## src/rtl/core/lru_kv_pkg.sv

```systemverilog
// package for the lru key/value cache: opcodes, default sizes, register reset
// no dependencies; used by lru_key_value_cache
`default_nettype none

package lru_kv_pkg;

  // default sizes handed to the top level parameters
  localparam int unsigned Capacity   = 16;
  localparam int unsigned KeyWidth   = 32;
  localparam int unsigned ValueWidth = 32;

  // fixed widths of the configuration register and the count output
  localparam int unsigned CfgWidth   = 5;
  localparam int unsigned CountWidth = 5;

  localparam logic [CfgWidth-1:0] MaxEntriesReset = CfgWidth'(16);

  // request opcodes
  typedef enum logic [1:0] {
    OP_FIND   = 2'd0,
    OP_INSERT = 2'd1,
    OP_PEEK   = 2'd2,
    OP_ACCESS = 2'd3
  } op_e;

endpackage

`default_nettype wire

```

## src/rtl/core/lru_key_value_cache.sv

```systemverilog
// fully associative key/value cache with least-recently-used replacement
// depends on lru_kv_pkg for opcodes, default sizes and the register reset
//
//  channel   signals                                        direction
//  request   in_valid_i/in_ready_o, opcode, req_key/value   in
//  result    out_valid_o/out_ready_i, hit .. entry_count    out
//  config    max_entries_we_i, max_entries_i                in, no wait
//
// a request beat is captured in the request register, then key compare and age
// update write the slots and the result register, which holds the result. one
// request per cycle while the result is not stalled, as the compare runs in
// parallel over all slots. a stalled result holds the compute stage; the request
// register still takes one more beat if it is empty. reset empties the store
// at once (valid bits and ages cleared) and sets max_entries to 16.
`default_nettype none

module lru_key_value_cache #(
  parameter int unsigned CAPACITY    = lru_kv_pkg::Capacity,
  parameter int unsigned KEY_WIDTH   = lru_kv_pkg::KeyWidth,
  parameter int unsigned VALUE_WIDTH = lru_kv_pkg::ValueWidth
) (
  input  wire logic                              clk_i,
  input  wire logic                              rst_ni,
  // configuration
  input  wire logic                              max_entries_we_i,
  input  wire logic [lru_kv_pkg::CfgWidth-1:0]   max_entries_i,
  // request channel
  input  wire logic                              in_valid_i,
  output      logic                              in_ready_o,
  input  wire logic [1:0]                        opcode_i,
  input  wire logic [KEY_WIDTH-1:0]              req_key_i,
  input  wire logic [VALUE_WIDTH-1:0]            req_value_i,
  // result channel
  output      logic                              out_valid_o,
  input  wire logic                              out_ready_i,
  output      logic                              hit_o,
  output      logic [VALUE_WIDTH-1:0]            read_value_o,
  output      logic                              evicted_o,
  output      logic [KEY_WIDTH-1:0]              evicted_key_o,
  output      logic [lru_kv_pkg::CountWidth-1:0] entry_count_o
);

  localparam int unsigned AW   = (CAPACITY > 1) ? $clog2(CAPACITY) : 1;
  localparam int unsigned CW   = $clog2(CAPACITY + 1);
  localparam int unsigned CMPW = (CW > lru_kv_pkg::CfgWidth) ? CW : lru_kv_pkg::CfgWidth;

  // configuration register
  logic [lru_kv_pkg::CfgWidth-1:0] max_entries_q;

  always_ff @(posedge clk_i or negedge rst_ni) begin
    if (!rst_ni) begin
      max_entries_q <= lru_kv_pkg::MaxEntriesReset;
    end else if (max_entries_we_i) begin
      max_entries_q <= max_entries_i;
    end
  end

  // request register
  logic                   req_valid_q;
  lru_kv_pkg::op_e        req_op_q;
  logic [KEY_WIDTH-1:0]   req_key_q;
  logic [VALUE_WIDTH-1:0] req_value_q;
  logic                   out_valid_q;
  logic                   advance;
  logic                   do_step;

  assign advance    = !out_valid_q || out_ready_i;
  assign do_step    = req_valid_q && advance;
  assign in_ready_o = !req_valid_q || advance;

  always_ff @(posedge clk_i or negedge rst_ni) begin
    if (!rst_ni) begin
      req_valid_q <= 1'b0;
    end else if (in_ready_o) begin
      req_valid_q <= in_valid_i;
    end
  end

  always_ff @(posedge clk_i) begin
    if (in_ready_o && in_valid_i) begin
      req_op_q    <= lru_kv_pkg::op_e'(opcode_i);
      req_key_q   <= req_key_i;
      req_value_q <= req_value_i;
    end
  end

  // slot storage
  logic [KEY_WIDTH-1:0]   key_q   [CAPACITY];
  logic [VALUE_WIDTH-1:0] value_q [CAPACITY];
  logic [CAPACITY-1:0]    valid_q;
  logic [AW-1:0]          age_q   [CAPACITY];
  logic [CW-1:0]          count_q;

  // parallel compare, victim and free slot search
  logic [CAPACITY-1:0]    match;
  logic [CAPACITY-1:0]    victim_oh;
  logic [CAPACITY-1:0]    free_oh;
  logic [VALUE_WIDTH-1:0] hit_value;
  logic [KEY_WIDTH-1:0]   victim_key;
  logic [AW-1:0]          hit_age;
  logic [AW-1:0]          oldest_age;

  assign oldest_age = AW'(count_q - CW'(1));

  always_comb begin
    logic seen;
    match      = '0;
    victim_oh  = '0;
    free_oh    = '0;
    hit_value  = '0;
    victim_key = '0;
    hit_age    = '0;
    seen       = 1'b0;
    for (int i = 0; i < CAPACITY; i++) begin
      match[i]     = valid_q[i] && (key_q[i] == req_key_q);
      victim_oh[i] = valid_q[i] && (age_q[i] == oldest_age);
      if (match[i]) begin
        hit_value = hit_value | value_q[i];
        hit_age   = hit_age | age_q[i];
      end
      if (victim_oh[i]) begin
        victim_key = victim_key | key_q[i];
      end
      if (!valid_q[i] && !seen) begin
        free_oh[i] = 1'b1;
        seen       = 1'b1;
      end
    end
  end

  // request decode
  logic                   hit;
  logic                   create;
  logic                   evict;
  logic                   touch;
  logic                   is_insert;
  logic [CMPW-1:0]        limit;
  logic [CAPACITY-1:0]    slot_oh;
  logic [VALUE_WIDTH-1:0] new_value;
  logic [VALUE_WIDTH-1:0] read_value;

  always_comb begin
    logic [CMPW-1:0] m;
    m = CMPW'(max_entries_q);
    if (m == '0) begin
      limit = CMPW'(1);
    end else if (m > CMPW'(CAPACITY)) begin
      limit = CMPW'(CAPACITY);
    end else begin
      limit = m;
    end
  end

  assign hit        = |match;
  assign is_insert  = (req_op_q == lru_kv_pkg::OP_INSERT);
  assign create     = !hit && (is_insert || (req_op_q == lru_kv_pkg::OP_ACCESS));
  assign evict      = create && (CMPW'(count_q) >= limit);
  assign touch      = hit && (req_op_q != lru_kv_pkg::OP_PEEK);
  assign slot_oh    = evict ? victim_oh : free_oh;
  assign new_value  = is_insert ? req_value_q : '0;
  assign read_value = is_insert ? req_value_q : (hit ? hit_value : '0);

  // next valid bits and ages
  logic [CAPACITY-1:0] valid_d;
  logic [AW-1:0]       age_d [CAPACITY];
  logic [CW-1:0]       count_d;

  always_comb begin
    valid_d = valid_q;
    count_d = count_q;
    for (int i = 0; i < CAPACITY; i++) begin
      age_d[i] = age_q[i];
    end
    if (do_step && create) begin
      valid_d = valid_q | slot_oh;
      if (!evict) begin
        count_d = count_q + CW'(1);
      end
      for (int i = 0; i < CAPACITY; i++) begin
        if (slot_oh[i]) begin
          age_d[i] = '0;
        end else if (valid_q[i]) begin
          age_d[i] = age_q[i] + AW'(1);
        end
      end
    end else if (do_step && touch) begin
      for (int i = 0; i < CAPACITY; i++) begin
        if (match[i]) begin
          age_d[i] = '0;
        end else if (valid_q[i] && (age_q[i] < hit_age)) begin
          age_d[i] = age_q[i] + AW'(1);
        end
      end
    end
  end

  always_ff @(posedge clk_i or negedge rst_ni) begin
    if (!rst_ni) begin
      valid_q <= '0;
      count_q <= '0;
      for (int i = 0; i < CAPACITY; i++) begin
        age_q[i] <= '0;
      end
    end else begin
      valid_q <= valid_d;
      count_q <= count_d;
      for (int i = 0; i < CAPACITY; i++) begin
        age_q[i] <= age_d[i];
      end
    end
  end

  // key and value write: new entry, or value overwrite on an insert hit
  always_ff @(posedge clk_i) begin
    for (int i = 0; i < CAPACITY; i++) begin
      if (do_step && create && slot_oh[i]) begin
        key_q[i]   <= req_key_q;
        value_q[i] <= new_value;
      end else if (do_step && is_insert && match[i]) begin
        value_q[i] <= req_value_q;
      end
    end
  end

  // result register
  logic                              hit_q;
  logic [VALUE_WIDTH-1:0]            read_value_q;
  logic                              evicted_q;
  logic [KEY_WIDTH-1:0]              evicted_key_q;
  logic [lru_kv_pkg::CountWidth-1:0] entry_count_q;

  always_ff @(posedge clk_i or negedge rst_ni) begin
    if (!rst_ni) begin
      out_valid_q <= 1'b0;
    end else if (advance) begin
      out_valid_q <= req_valid_q;
    end
  end

  always_ff @(posedge clk_i) begin
    if (do_step) begin
      hit_q         <= hit;
      read_value_q  <= read_value;
      evicted_q     <= evict;
      evicted_key_q <= evict ? victim_key : '0;
      entry_count_q <= lru_kv_pkg::CountWidth'(count_d);
    end
  end

  assign out_valid_o   = out_valid_q;
  assign hit_o         = hit_q;
  assign read_value_o  = read_value_q;
  assign evicted_o     = evicted_q;
  assign evicted_key_o = evicted_key_q;
  assign entry_count_o = entry_count_q;

endmodule

`default_nettype wire

```

## config.mk

```make
export PLATFORM = sky130hd
export DESIGN_NAME = lru_key_value_cache
export DESIGN_NICKNAME = d
export VERILOG_FILES = /design/src/rtl/core/lru_kv_pkg.sv /design/src/rtl/core/lru_key_value_cache.sv
export SDC_FILE = /design/constraint.sdc
export NUM_CORES = 2
export LEC_CHECK = 0
export BUFFER_PORTS_ARGS = -buffer_cell sky130_fd_sc_hd__clkbuf_2
export CORE_MARGIN = 2
export CORE_UTILIZATION = 60
export DETAILED_ROUTE_END_ITERATION = 10
export GPL_ROUTABILITY_DRIVEN = 0
export PLACE_DENSITY_LB_ADDON = 0.1
export SLEW_MARGIN = 20
export SYNTH_ARGS = -nofsm -noshare
export SYNTH_HDL_FRONTEND = slang
export SYNTH_SLANG_ARGS = --single-unit
```

## constraint.sdc

```tcl
create_clock -name clk_i -period 13.7 [get_ports clk_i]
set_input_delay 0.685 -clock clk_i [delete_from_list [all_inputs] [get_ports clk_i]]
set_output_delay 0.685 -clock clk_i [all_outputs]
set_load 0.02 [all_outputs]
```

==> impl_metrics.env <==
export IMPL_run_status="finished, final reports clean"
export IMPL_grt_ovfl_total=0
export IMPL_final_max_slew_viol_count=0
export IMPL_filler_cell_count=6972
export IMPL_overall_power_of_the_completed_layout_mw=10.7
export IMPL_detail_route_drc_violations=0
export IMPL_synth_seq_area_share_pct=63.1
export IMPL_number_of_synthesized_flops_with_an_enable_pin=1161
export IMPL_die_area_sq_um=101000
export IMPL_core_area_sq_um=97000
export IMPL_resized_gates_after_cts=0
export IMPL_post_drt_wl_per_cell_microns=34.6
export IMPL_final_common_cell="sky130_fd_sc_hd__edfxtp_1"
export IMPL_vias=40600
export IMPL_post_synth_top_area_fraction_pct=59.2
export IMPL_crit_fanout=43
export IMPL_worst_endpoint_required_ns=14.07
export IMPL_worstPathArrival_ns=6.88
export IMPL_hold_ws_ns=0.0918
export IMPL_initial_utilization_pct=60.7
export IMPL_finalWirelength_mm=202
export IMPL_critical_path_endpoint_type="flip-flop"
export IMPL_min_path_type="primary input to flip-flop"
export IMPL_die_x_microns=317
export IMPL_nets=4609
export IMPL_dpl_hpwl_mm=120
export IMPL_yosys_area_share_simple_pct=13.0
export IMPL_layout_common_cells="sky130_fd_sc_hd__edfxtp_1, sky130_fd_sc_hd__and2_1, sky130_fd_sc_hd__xnor2_1"
export IMPL_ys_async_sr_fraction_pct=7.34
export IMPL_post_route_cell_area_sq_um=65000
export IMPL_tritoncts="built"
export IMPL_synth_compound_area_share_pct=10.3
export IMPL_synthDominantAreaCellType="sky130_fd_sc_hd__edfxtp_1"
export IMPL_clkSinkCount=1253
export IMPL_final_setup_skew_ns=0.0377
export IMPL_synth_cells=4378
export IMPL_finalWorstPathRequiredPeriod_ns=6.51
export IMPL_critical_path_class="flip-flop to flip-flop"
export IMPL_worst_margin_slew_ns=1.23
export IMPL_pin_count=149
export IMPL_cts_path_max_buffers=3
export IMPL_place_ws_ns=7.51
export IMPL_mappedNetlistNets=4525
export IMPL_setup_viol=0
export IMPL_drive_above_1_share_pct=12.4
export IMPL_final_hold_violation_count=0
export IMPL_cts_root_buffer_cell="sky130_fd_sc_hd__clkbuf_16"
export IMPL_drt_iter0_drc=7393
export IMPL_clock_tree_htree_level_count=4
export IMPL_grt_max_degree=189
export IMPL_syn_mean_instance_area_sq_um=13.4
export IMPL_unrepaired_setup_endpoints_after_global_routing="no"
export IMPL_synth_mux_area_fraction_pct=0.408
export IMPL_synth_cell_types=93
export IMPL_clkSlewWorstSetupHoldPaths_ns=0.06
export IMPL_number_of_register_bits_inferred_by_synthesis=1253
export IMPL_port_buffers=148
export IMPL_clk_latency_ns=0.78
export IMPL_num_rows=114
export IMPL_avgViaCountPerCell=6.95
export IMPL_final_period_utilization_pct=47.5
export IMPL_chipHeight_microns=317
export IMPL_placed_area_sq_um=60600
export IMPL_ir_drop_mv=0.118
export IMPL_post_synth_fa_ha_maj_area_fraction_pct=1.51
export IMPL_antenna_violations_before_repair=20
export IMPL_ys_flop_type="sky130_fd_sc_hd__edfxtp_1"
export IMPL_cellPowerDensity_nw_per_um2=165
export IMPL_startpoint_type="flip-flop"
export IMPL_grt_pass1_vias=38300
export IMPL_timing_slew_headroom_pct=17.7
export IMPL_max_clock_freq_mhz=154
export IMPL_yosys_warnings=0
export IMPL_synth_area_sq_um=58900
export IMPL_final_critical_path_setup_slack_ns=7.19
export IMPL_tns_ns=0
export IMPL_total_leakage_power_nw=21.9
export IMPL_number_of_iterations_in_the_first_detailed_routing_pass=9
export IMPL_dominant_combinational_cell_family_by_area_after_synthesis="simple AND/OR/NAND/NOR gates"
export IMPL_area_delta_synth_final_pct=10.4
export IMPL_cts_buffers_inserted=133
export IMPL_drv_cap=0
export IMPL_post_synth_xor_area_fraction_pct=8.55
export IMPL_grt_resource_usage_total_pct=40.4
export IMPL_first_pass_grt_wire_length_mm=283
export IMPL_ant_nets=0
export IMPL_synthTopCellsByArea="sky130_fd_sc_hd__edfxtp_1, sky130_fd_sc_hd__xnor2_1, sky130_fd_sc_hd__and2_1"
[registers in the layout, indices dropped and copies added, names as in the netlist]
signal,count
age_q,64
count_q,5
entry_count_o,5
evicted_key_o,32
evicted_o,1
hit_o,1
key_q,512
max_entries_q,5
out_valid_o,1
read_value_o,32
req_key_q,32
req_op_q,2
req_valid_q,1
req_value_q,32
valid_q,16
value_q,512
[final timing paths]
| path | cells past startpoint | end | startpoint | slack, ns |
|---|---|---|---|---|
| min reg2reg | 1 | count_q[4]$_DFF_PN0_ | count_q[4]$_DFF_PN0_ | 0.50 |
| min in group asynchronous | 2 | count_q[3]$_DFF_PN0_ | rst_ni | 0.38 |
| max in group asynchronous | 3 | valid_q[15]$_DFFE_PN0P_ | rst_ni | 12.07 |
| max reg2reg | 12 | value_q[1][235]$_DFFE_PP_ | req_key_q[24]$_DFFE_PP_ | 7.19 |
| max | 12 | value_q[1][235]$_DFFE_PP_ | req_key_q[24]$_DFFE_PP_ | 7.19 |
| min | 1 | req_key_q[20]$_DFFE_PP_ | req_key_i[20] | 0.09 |
[kinds of logic after synthesis]
| family | count (synthesis) |
|---|---|
| flops | 1253 |
| mux | 22 |
| simple gates | 1315 |
| xor+xnor | 570 |
| buf+inv | 361 |
| fa+ha+maj | 71 |
| compound gates | 786 |
[final cells by class]
class	instances	area, sq um	area share, %
antenna	7	17.5	0.0269
timing repair buffer	263	1620	2.49
sequential	1253	37200	57.2
tap	1276	1600	2.46
clock buffer	171	3660	5.63
inverter	47	176	0.271
multi-input combinational	2764	20100	31.0
clock inverter	68	639	0.984
[cells in the mapped netlist, drive strengths merged (9+ instances only)]
master	number
dfrtp	91
edfxtp	1161
a22oi	354
and2	517
ha	71
o21ai	51
a22o	97
nand2	84
clkbuf	198
nand3	142
xor2	86
a21oi	38
and3	31
buf	116
a221oi	92
nor2	145
o21bai	33
xnor2	484
nor3b	9
nand2b	30
or2	14
a21o	20
a211o	9
o22ai	12
mux2	16
inv	47
nor3	76
nand4	181
nor4	48
nor2b	9
o31ai	15
[routing by layer]
metal | track usage [%] | part of all wire, % | up-vias
met5 | 0.284 | 0.061 | -
met4 | 26.6 | 8.0 | 18
met3 | 14.8 | 14 | 897
li1 | - | - | 16700
met1 | 51.3 | 35 | 19700
met2 | 58.2 | 43 | 3279
[worst max-delay path, cell delays in order, from the launching register on]
cell	delay (ns)
sky130_fd_sc_hd__edfxtp_1	0.33
sky130_fd_sc_hd__buf_4	0.36
sky130_fd_sc_hd__xor2_1	0.81
sky130_fd_sc_hd__nor4_1	0.23
sky130_fd_sc_hd__and3_1	0.28
sky130_fd_sc_hd__and3_2	0.20
sky130_fd_sc_hd__buf_4	0.31
sky130_fd_sc_hd__nor4_4	0.42
sky130_fd_sc_hd__nand3_4	0.47
sky130_fd_sc_hd__nor2_4	0.86
sky130_fd_sc_hd__o21a_2	0.25
sky130_fd_sc_hd__buf_4	0.63
sky130_fd_sc_hd__a21o_2	0.87
[power by group]
part | internal [mW] | total (mW) | switching [mW] | leakage, nW
sequential | 4.46 | 4.73 | 0.267 | 11.7
clock | 2.09 | 3.61 | 1.51 | 2.09
combinational | 0.751 | 2.39 | 1.64 | 8.10
total | 7.31 | 10.7 | 3.42 | 21.9
[metrics by stage]
step,cells,utilization (%)
after floorplan,4378,-
after global placement,5600,62.5
after detailed placement,5601,62.5
after CTS,5841,67.0
after global routing,5842,67.0
final,5849,67.0
[repair_timing]
action / 4_1_cts / 5_1_grt
endpoints found under the hold margin: 23 / 0
hold buffers: 1 / 0
buffers inserted: 0 / 0
Note: power is estimated with default switching activity, not from simulation.
